File: config.mk
export PLATFORM = sky130hd
export DESIGN_NAME = acpu_rsp_fifo
export DESIGN_NICKNAME = d
export VERILOG_FILES = /design/src/rtl/acpu_pkg.sv /design/src/rtl/acpu_rsp_fifo.sv
export SDC_FILE = /design/constraint.sdc
export NUM_CORES = 1
export LEC_CHECK = 0
export ABC_AREA = 0
export BUFFER_PORTS_ARGS = -buffer_cell sky130_fd_sc_hd__buf_4
export CAP_MARGIN = 20
export CORE_MARGIN = 2
export CORE_UTILIZATION = 34
export CTS_BUF_LIST = sky130_fd_sc_hd__clkbuf_8
export CTS_CLUSTER_DIAMETER = 100
export DETAILED_ROUTE_END_ITERATION = 7
export GPL_ROUTABILITY_DRIVEN = 1
export GPL_TIMING_DRIVEN = 0
export PLACE_DENSITY_LB_ADDON = 0.3
export SLEW_MARGIN = 10
export SYNTH_ARGS = -nofsm -noshare
export SYNTH_HDL_FRONTEND = slang
export SYNTH_SLANG_ARGS = --single-unit
File: constraint.sdc
create_clock -name clock -period 13.7 [get_ports clock]
set_input_delay 1.37 -clock clock [delete_from_list [all_inputs] [get_ports clock]]
set_output_delay 1.37 -clock clock [all_outputs]
set_load 0.02 [all_outputs]
File: src/rtl/acpu_pkg.sv
`timescale 1ns / 1ps
// ----------------------------------------------------------------------------
// acpu_pkg
// Shared types and codes of the accumulator processor core: operation
// codes of the request channel, instruction opcodes and the result record.
// ----------------------------------------------------------------------------
package acpu_pkg;

   // request operations
   localparam logic [1:0] OP_LOAD   = 2'd0;
   localparam logic [1:0] OP_STEP   = 2'd1;
   localparam logic [1:0] OP_SWITCH = 2'd2;

   // instruction opcodes
   localparam logic [31:0] OPC_ACC_FROM_OPD = 32'd1;
   localparam logic [31:0] OPC_ACC_FROM_BUF = 32'd2;
   localparam logic [31:0] OPC_ACC_FROM_MAR = 32'd3;
   localparam logic [31:0] OPC_BUF_FROM_ACC = 32'd4;
   localparam logic [31:0] OPC_MAR_FROM_ACC = 32'd5;
   localparam logic [31:0] OPC_MEM_READ     = 32'd6;
   localparam logic [31:0] OPC_MEM_WRITE    = 32'd7;
   localparam logic [31:0] OPC_ADD          = 32'd8;
   localparam logic [31:0] OPC_MUL          = 32'd9;
   localparam logic [31:0] OPC_AND          = 32'd10;
   localparam logic [31:0] OPC_OR           = 32'd11;
   localparam logic [31:0] OPC_JNZ          = 32'd12;

   typedef struct packed {
      logic        running;
      logic [31:0] accumulator;
      logic [31:0] buffer;
      logic [31:0] data_address;
      logic [31:0] counter;
      logic [31:0] base;
      logic [31:0] opcode;
      logic [31:0] operand;
   } rsp_type;

endpackage

File: src/rtl/acpu_rsp_fifo.sv
`timescale 1ns / 1ps
// ----------------------------------------------------------------------------
// acpu_rsp_fifo
// Two-entry result queue. Decouples the core from a stalled receiver so
// that a new request can be taken while a finished result waits.
// ----------------------------------------------------------------------------
module acpu_rsp_fifo import acpu_pkg::*; (
   input  logic    clock,
   input  logic    reset,
   input  logic    push,
   input  rsp_type push_data,
   input  logic    pop,
   output logic    out_valid,
   output rsp_type out_data,
   output logic    room
);

   rsp_type    slot_ff [2];
   logic       wr_ptr_ff, wr_ptr_in;
   logic       rd_ptr_ff, rd_ptr_in;
   logic [1:0] count_ff, count_in;

   assign out_valid = (count_ff != 2'd0);
   assign room      = (count_ff != 2'd2);
   assign out_data  = slot_ff[rd_ptr_ff];

   always_comb begin
      wr_ptr_in = push ? ~wr_ptr_ff : wr_ptr_ff;
      rd_ptr_in = pop ? ~rd_ptr_ff : rd_ptr_ff;
      count_in  = count_ff;
      if (push && !pop) begin
         count_in = count_ff + 2'd1;
      end else if (pop && !push) begin
         count_in = count_ff - 2'd1;
      end
   end

   always_ff @(posedge clock) begin
      if (push) begin
         slot_ff[wr_ptr_ff] <= push_data;
      end
   end

   always_ff @(posedge clock) begin
      if (reset) begin
         wr_ptr_ff <= 1'b0;
         rd_ptr_ff <= 1'b0;
         count_ff  <= 2'd0;
      end else begin
         wr_ptr_ff <= wr_ptr_in;
         rd_ptr_ff <= rd_ptr_in;
         count_ff  <= count_in;
      end
   end

   a_no_overflow: assert property (@(posedge clock) disable iff (reset)
      push |-> (room || pop))
      else $error("result queue overflow");

   a_count_range: assert property (@(posedge clock) disable iff (reset)
      count_ff != 2'd3)
      else $error("result queue count out of range");

   a_ptr_count: assert property (@(posedge clock) disable iff (reset)
      (count_ff == 2'd1) |-> (wr_ptr_ff != rd_ptr_ff))
      else $error("result queue pointers disagree with count");

endmodule

==> impl_metrics.env, run 1 <==
export IMPL_drc=0
export IMPL_wire_per_inst_um=18.9
export IMPL_final_cells=1996
export IMPL_grt_max_degree=56
export IMPL_critPathCaptureType="output pin"
export IMPL_drive_gt1_frac=0.616
export IMPL_power_density_nw_per_um2=141
export IMPL_drv_cap=0
export IMPL_first_pass_iters=4
export IMPL_die_area_um2=52000
export IMPL_synth_area_um2=17100
export IMPL_io_buffers=455
export IMPL_hold_class="reg2reg"
export IMPL_dpl_cell_count=1864
export IMPL_grt_pass1_vias=9395
export IMPL_clock_skew_ps=24.5
export IMPL_antenna_found_initial=3
export IMPL_yosys_top_cells_count="450 x edfxtp_1, 150 x mux2_4, 75 x mux2_2"
export IMPL_grt_total_usage=0.143
export IMPL_synth_most_common_cell="edfxtp_1"
export IMPL_cts_tree="yes"
export IMPL_ant_nets=0
export IMPL_max_slew_margin=0.597
export IMPL_start_util=0.342
export IMPL_synthArstFlopShare=0
export IMPL_syn_num_nets=952
export IMPL_postCtsSetupBuffers=0
export IMPL_gp_congestion=0.741
export IMPL_dieHeight_um=228
export IMPL_synth_top_area_frac=0.792
export IMPL_cts_sinks=455
export IMPL_cts_made_buffers=78
export IMPL_cts_root_buffer="clkbuf_8"
export IMPL_post_route_period_util=0.251
export IMPL_routed_via_density=4.36
export IMPL_core_area_um2=49900
export IMPL_synth_top_area_cell="edfxtp_1"
export IMPL_vias=8703
export IMPL_worstSetupPathType="reg2out"
export IMPL_dp_hpwl_um=26300
export IMPL_pin_count=456
export IMPL_ir_drop_mv=0.0880
export IMPL_startpoint_type="register"
export IMPL_critPathRequiredTime_ps=12330
export IMPL_clockBufferDepth=3
export IMPL_synth_area_per_cell_um2=23.6
export IMPL_drt_iter0_markers=267
export IMPL_rows=82
export IMPL_max_clock_freq_ghz=0.291
export IMPL_synth_seq_area_share=0.798
export IMPL_synth_edf_count=450
export IMPL_routed_wl_um=37800
export IMPL_p_leak_nw=8.99
export IMPL_clkSlewWorstSetupHoldPaths_ps=60
export IMPL_synth_seq_cells=455
export IMPL_hold_viol=0
export IMPL_synth_distinct_cells=18
export IMPL_grt_pass1_wl_um=55900
export IMPL_ys_warn_count=0
export IMPL_worstPathArrival_ps=2070
export IMPL_rsz0062_at_grt="no"
export IMPL_nNetsFinal=1502
export IMPL_drv_slew=0
export IMPL_area_growth_pct=35.2
export IMPL_gr_total_overflow=0
export IMPL_setup_viol=0
export IMPL_cp_max_fo=10
export IMPL_finish_utilization=0.462
export IMPL_tightest_slew_ps=603
export IMPL_ctsResizeCount=0
export IMPL_die_w_um=228
export IMPL_outcome="complete, no violations"
export IMPL_yosys_top_cells_area="edfxtp_1 79%, mux2_4 13%, mux2_2 5.0%"
export IMPL_clk_latency_ps=640
export IMPL_synthFlopType="edfxtp_1"
export IMPL_finalCriticalPeriod_ps=3440
export IMPL_hold_buffers=0
export IMPL_synthCells=722
export IMPL_htree_levels=3
[layout make-up]
type | count | area (um^2)
tap | 672 | 841
fill | 4377 | 26800
antenna | 1 | 2.50
timing repair buffer | 470 | 3780
inverter | 1 | 3.75
clock inverter | 51 | 268
buffer | 25 | 238
multi-input combinational | 241 | 3210
sequential | 455 | 13600
clock buffer | 80 | 1100
[worst max-delay path, cell delays in order (launching register included)]
cell and delay, ps:
dfxtp_1 320, buf_6 150, buf_6 230, buf_6 220, mux2_4 330, buf_4 160
[metrics by stage]
stage	TNS, ps	instance area [um^2]	setup WS (ps)	hold WS [ps]	power [W]
after floorplan	0	17100	1800	461	0.00198
after global placement	-1183800	21300	-5290	491	0.00222
after detailed placement	0	21700	10590	505	0.00220
after CTS	0	23100	10110	516	0.00332
after global routing	0	23100	10090	550	0.00340
final	0	23100	10260	509	0.00326
[where the power goes]
| group | switching [W] | leakage, nW | total [W] | internal [W] |
|---|---|---|---|---|
| Sequential | 0.0000185 | 4.26 | 0.00164 | 0.00163 |
| Combinational | 0.000261 | 3.95 | 0.000521 | 0.000261 |
| Clock | 0.000518 | 0.776 | 0.00109 | 0.000575 |
[cells by family (layout without fill, tap and decap cells)]
group,after synthesis,in the layout,synth area share
AND/OR/NAND/NOR,9,9,0.00272
flip-flops,455,455,0.798
other,0,1,0
XOR/XNOR,4,4,0.00205
buffers and inverters,26,627,0.0142
adder cells (fa/ha/maj),1,1,0.000734
multiplexers,225,225,0.182
AO/OA/AOI/OAI,2,2,0.000586
[flip-flops by register name (all words and copies together), names as in the netlist, named ones only]
register / flops
rd_ptr_ff: 1
count_ff: 2
slot_ff: 450
wr_ptr_ff: 1
[placed cells by master, fill, tap and decap left out, types with 2 or more instances in the layout]
cell,count
buf_4,455
edfxtp_1,450
mux2_4,150
clkbuf_8,80
mux2_2,75
inv_1,23
buf_6,18
clkinv_1,17
buf_16,8
buf_2,7
buf_12,7
clkinv_2,6
dfxtp_1,5
nor2_1,4
clkinvlp_4,3
xnor2_1,2
xor2_1,2
bufinv_16,2
[per-layer routing]
layer	up-vias	track usage	routed length, um
met5	-	0	30
met4	4	0.0566	1010
met3	74	0.0634	3170
met2	300	0.243	19400
met1	4334	0.158	14200
li1	3991	-	-
[path summary, 6_finish.rpt]
check	startpoint	to	slack (ps)	cells after the start
max	register	out_data[76]	10260	5
min	count_ff[1]	count_ff[1]	510	2
max reg2reg	wr_ptr_ff	slot_ff[1][96]	11690	4
min reg2reg	count_ff[1]	count_ff[1]	510	2
(Power assumes the default switching activity.)
==> run 2, diff against run 1 <==
clock period = 3.36 ns   (was 13.7 ns; I/O delays follow)
==> impl_metrics.env, run 2 (synthesis results as in run 1) <==
export IMPL_grt_total_usage=0.151
export IMPL_pin_count=456
export IMPL_max_slew_margin=0.638
export IMPL_clkSlewWorstSetupHoldPaths_ps=60
export IMPL_ant_nets=0
export IMPL_vias=9586
export IMPL_drive_gt1_frac=0.524
export IMPL_critPathRequiredTime_ps=3020
export IMPL_dp_hpwl_um=25900
export IMPL_hold_viol=0
export IMPL_biggestRegsByFlops="slot_ff (450), count_ff (2)"
export IMPL_hold_ws_ps=427
export IMPL_largest_register="slot_ff"
export IMPL_gp_congestion=0.756
export IMPL_post_route_period_util=0.726
export IMPL_cts_made_buffers=77
export IMPL_dieHeight_um=228
export IMPL_core_area_um2=49900
export IMPL_clock_skew_ps=14.1
export IMPL_drc=0
export IMPL_ctsResizeCount=0
export IMPL_highest_layer="met5"
export IMPL_critPathCaptureType="output pin"
export IMPL_routed_wl_um=39600
export IMPL_antenna_found_initial=3
export IMPL_rows=82
export IMPL_route_met2_wl_um=20700
export IMPL_final_cell_mix="455 x buf_4, 450 x edfxtp_1, 228 x dlygate4sd3_1"
export IMPL_io_buffers=455
export IMPL_routed_via_density=4.31
export IMPL_drt_iter0_markers=335
export IMPL_grt_pass1_vias=10700
export IMPL_clk_latency_ps=630
export IMPL_cts_sinks=455
export IMPL_clockBufferDepth=3
export IMPL_die_area_um2=52000
export IMPL_setup_viol=0
export IMPL_largest_reg_flops=450
export IMPL_p_leak_nw=9.92
export IMPL_drv_cap=0
export IMPL_wire_per_inst_um=17.8
export IMPL_htree_levels=3
export IMPL_tightest_slew_ps=543
export IMPL_nNetsFinal=1727
export IMPL_grt_pass1_wl_um=60300
export IMPL_worstSetupPathType="reg2out"
export IMPL_power_density_nw_per_um2=532
export IMPL_area_growth_pct=48.0
export IMPL_hold_class="in2reg"
export IMPL_outcome="complete, no violations"
export IMPL_worstPathArrival_ps=2100
export IMPL_rsz0062_at_grt="no"
export IMPL_grt_max_degree=57
export IMPL_cts_tree="yes"
export IMPL_gr_total_overflow=0
export IMPL_cts_root_buffer="clkbuf_8"
export IMPL_finish_utilization=0.506
export IMPL_cp_max_fo=10
export IMPL_max_clock_freq_ghz=0.410
export IMPL_startpoint_type="register"
export IMPL_first_pass_iters=4
export IMPL_die_w_um=228
export IMPL_finalCriticalPeriod_ps=2440
export IMPL_n_fill_cell=4113
export IMPL_wl_met3_um=2880
export IMPL_drv_slew=0
export IMPL_final_cells=2222
export IMPL_dpl_cell_count=1862
export IMPL_met1_length_um=14800
export IMPL_ir_drop_mv=0.594
export IMPL_final_common_cell="buf_4"
export IMPL_start_util=0.342
run 2: metrics by stage:
| stage | instance area [um^2] | setup slack [ps] | setup TNS, ps | power (W) |
|---|---|---|---|---|
| 3_5_place_dp | 21600 | 1300 | 0 | 0.00897 |
| 6_report | 25200 | 919 | 0 | 0.0134 |
| 3_3_place_gp | 21300 | -3110 | -1165250 | 0.00894 |
| 2_1_floorplan | 17100 | -778 | -235130 | 0.00802 |
| 5_1_grt | 25200 | 789 | 0 | 0.0140 |
| 4_1_cts | 25200 | 769 | 0 | 0.0137 |
run 2: power breakdown:
part,switching (W),internal [W]
Sequential,0.0000776,0.00663
Combinational,0.00113,0.00122
Clock,0.00210,0.00228
Total,0.00330,0.0101
run 2: critical path, cell delays in order, from the launching register on:
cell and delay [ps]:
dfxtp_1 320, buf_6 160, buf_6 230, buf_6 250
mux2_4 340, buf_4 170
run 2: final cells by class:
type / count / area (um^2) / area share
inverter: 1 / 3.75 / 0.000149
sequential: 455 / 13600 / 0.539
clock buffer: 77 / 1060 / 0.0420
buffer: 25 / 238 / 0.00942
tap: 672 / 841 / 0.0333
clock inverter: 54 / 284 / 0.0112
timing repair buffer: 696 / 6000 / 0.237
antenna: 1 / 2.50 / 0.0000991
multi-input combinational: 241 / 3210 / 0.127
run 2: worst paths after layout:
path,from,end,slack (ps),depth (start not counted)
max,register,out_data[140],920,5
min,push_data[8],slot_ff[1][8],430,2
max reg2reg,wr_ptr_ff,slot_ff[1][75],1390,3
min reg2reg,count_ff[1],count_ff[1],510,2
run 2: what timing repair did:
| item | in CTS | in global routing |
|---|---|---|
| hold buffers | 228 | 0 |
| setup endpoints to repair | 0 | 0 |
| endpoints found under the hold margin | 455 | 0 |
| setup buffers | 0 | 0 |
run 2: per-layer routing:
metal | vias up | GRT usage
met1 | 4735 | 0.165
li1 | 4436 | -
met4 | 4 | 0.0662
met3 | 85 | 0.0511
met5 | - | 0
met2 | 326 | 0.266
==> run 3, diff against run 2 <==
clock period = 2.13 ns   (was 3.36 ns; I/O delays follow)
==> impl_metrics.env, run 3 (synthesis results as in run 1) <==
export IMPL_worstPathArrival_ps=1930
export IMPL_start_util=0.342
export IMPL_r2r_start="wr_ptr_ff"
export IMPL_dp_hpwl_um=26300
export IMPL_worstReg2RegEnd="slot_ff[1][130]"
export IMPL_gr_total_overflow=0
export IMPL_grt_pass1_vias=10800
export IMPL_largest_register="slot_ff"
export IMPL_tns_ps=-198
export IMPL_drv_cap=0
export IMPL_p_leak_nw=10.6
export IMPL_grt_pass1_wl_um=61800
export IMPL_biggestRegsByFlops="slot_ff (450), count_ff (2)"
export IMPL_max_clock_freq_ghz=0.466
export IMPL_clkPwrFrac=0.320
export IMPL_setup_viol=16
export IMPL_dp_worst_setup_slack_ps=-203
export IMPL_pin_count=456
export IMPL_die_area_um2=52000
export IMPL_max_slew_margin=0.623
export IMPL_reg2reg_slack_ps=260
export IMPL_violations="setup timing"
export IMPL_internal_power_w=0.0166
export IMPL_antenna_found_initial=3
export IMPL_tightest_slew_ps=565
export IMPL_grt_max_degree=56
export IMPL_grt_total_usage=0.156
export IMPL_timing_final_ws_setup_ps=-17.6
export IMPL_drc=0
export IMPL_htree_levels=3
export IMPL_cts_root_buffer="clkbuf_8"
export IMPL_final_cell_mix="450 x edfxtp_1, 262 x buf_4, 229 x dlygate4sd3_1"
export IMPL_finish_utilization=0.537
export IMPL_rsz0062_at_grt="yes"
export IMPL_clkSlewWorstSetupHoldPaths_ps=60
export IMPL_drive_gt1_frac=0.530
export IMPL_p_sw_w=0.00548
export IMPL_wire_per_inst_um=19.1
export IMPL_drv_slew=0
export IMPL_startpoint_type="register"
export IMPL_min_delay_start="push_data[41]"
export IMPL_routed_via_density=4.36
export IMPL_hold_viol=0
export IMPL_routed_wl_um=42800
export IMPL_first_pass_iters=4
export IMPL_cp_max_fo=9
export IMPL_seqPwrFrac=0.480
export IMPL_ir_drop_mv=0.561
export IMPL_holdPathEnd="slot_ff[0][41]"
export IMPL_hold_depth=2
export IMPL_rows=82
export IMPL_worstSetupPathType="reg2out"
export IMPL_hold_class="in2reg"
export IMPL_reg2regPathDepth=3
export IMPL_clock_skew_ps=20.8
export IMPL_switching_share=0.249
export IMPL_vias=9782
export IMPL_die_w_um=228
export IMPL_power_density_nw_per_um2=824
export IMPL_final_common_cell="edfxtp_1"
export IMPL_clk_latency_ps=630
export IMPL_cts_tree="yes"
export IMPL_nNetsFinal=1746
export IMPL_drt_iter0_markers=415
export IMPL_cts_made_buffers=78
export IMPL_dieHeight_um=228
export IMPL_n_fill_cell=3978
export IMPL_area_growth_pct=56.9
export IMPL_clockBufferDepth=3
export IMPL_cts_sinks=455
export IMPL_ant_nets=0
export IMPL_core_area_um2=49900
export IMPL_critPathCaptureType="output pin"
export IMPL_io_buffers=455
export IMPL_largest_reg_flops=450
export IMPL_gp_congestion=0.744
export IMPL_outcome="complete, but fails checks"
export IMPL_critPathRequiredTime_ps=1920
export IMPL_comb_power_share=0.199
export IMPL_finalCriticalPeriod_ps=2150
export IMPL_post_route_period_util=1.01
[run 3: worst max-delay path by stage]
stage	startpoint	end	slack [ps]	depth (start not counted)
after CTS	register	out_data[128]	-160	6
final	register	out_data[130]	-20	5
after global placement	push	slot_ff[0][87]	-4230	2
after detailed placement	push	slot_ff[0][87]	-200	7
after global routing	register	out_data[41]	-130	5
after floorplan	wr_ptr_ff	slot_ff[0][0]	-1950	1
[run 3: power by group through the flow]
stage / combinational, W / clock, W / sequential [W]
6_report: 0.00440 / 0.00706 / 0.0106
5_1_grt: 0.00461 / 0.00774 / 0.0106
4_1_cts: 0.00403 / 0.00734 / 0.0106
3_5_place_dp: 0.00341 / 0 / 0.0108
3_3_place_gp: 0.00327 / 0 / 0.0108
2_1_floorplan: 0.00185 / 0 / 0.0108
[run 3: per-stage QoR]
step                      total power (W)  instance area, um^2  cells  hold WS [ps]
after CTS                          0.0220                25800   2232           221
final                              0.0221                26800   2244           302
after detailed placement           0.0142                21700   1863           401
after global placement             0.0141                21300   1849           398
after floorplan                    0.0126                17100    722           278
after global routing               0.0230                26800   2244           257
[run 3: timing repair]
action	CTS	global route
setup endpoints to repair	248	255
endpoints found under the hold margin	455	0
pin swaps	0	1
cloned	2	8
gates resized for setup	108	197
buffers inserted	4	3
hold buffers	229	0
[run 3: metal layers]
layer,GRT usage,up-vias,share of wire
met4,0.0699,2,0.031
met1,0.175,4844,0.38
met5,0,-,0.00030
met2,0.270,350,0.52
met3,0.0509,89,0.069
li1,-,4497,-
[run 3: cell type report]
type	count	area (um^2)	share of cell area
antenna	2	5.00	0.000187
buffer	25	490	0.0183
clock buffer	82	1130	0.0422
clock inverter	52	245	0.00916
inverter	1	3.75	0.000140
multi-input combinational	242	3370	0.126
sequential	455	13600	0.509
tap	672	841	0.0314
timing repair buffer	713	7060	0.264
[run 3: worst max-delay path, cell delays in order (launching register included)]
cell and delay [ps]:
dfxtp_2 330, buf_12 140, buf_12 180, clkbuf_16 180
mux2_4 300, buf_6 130
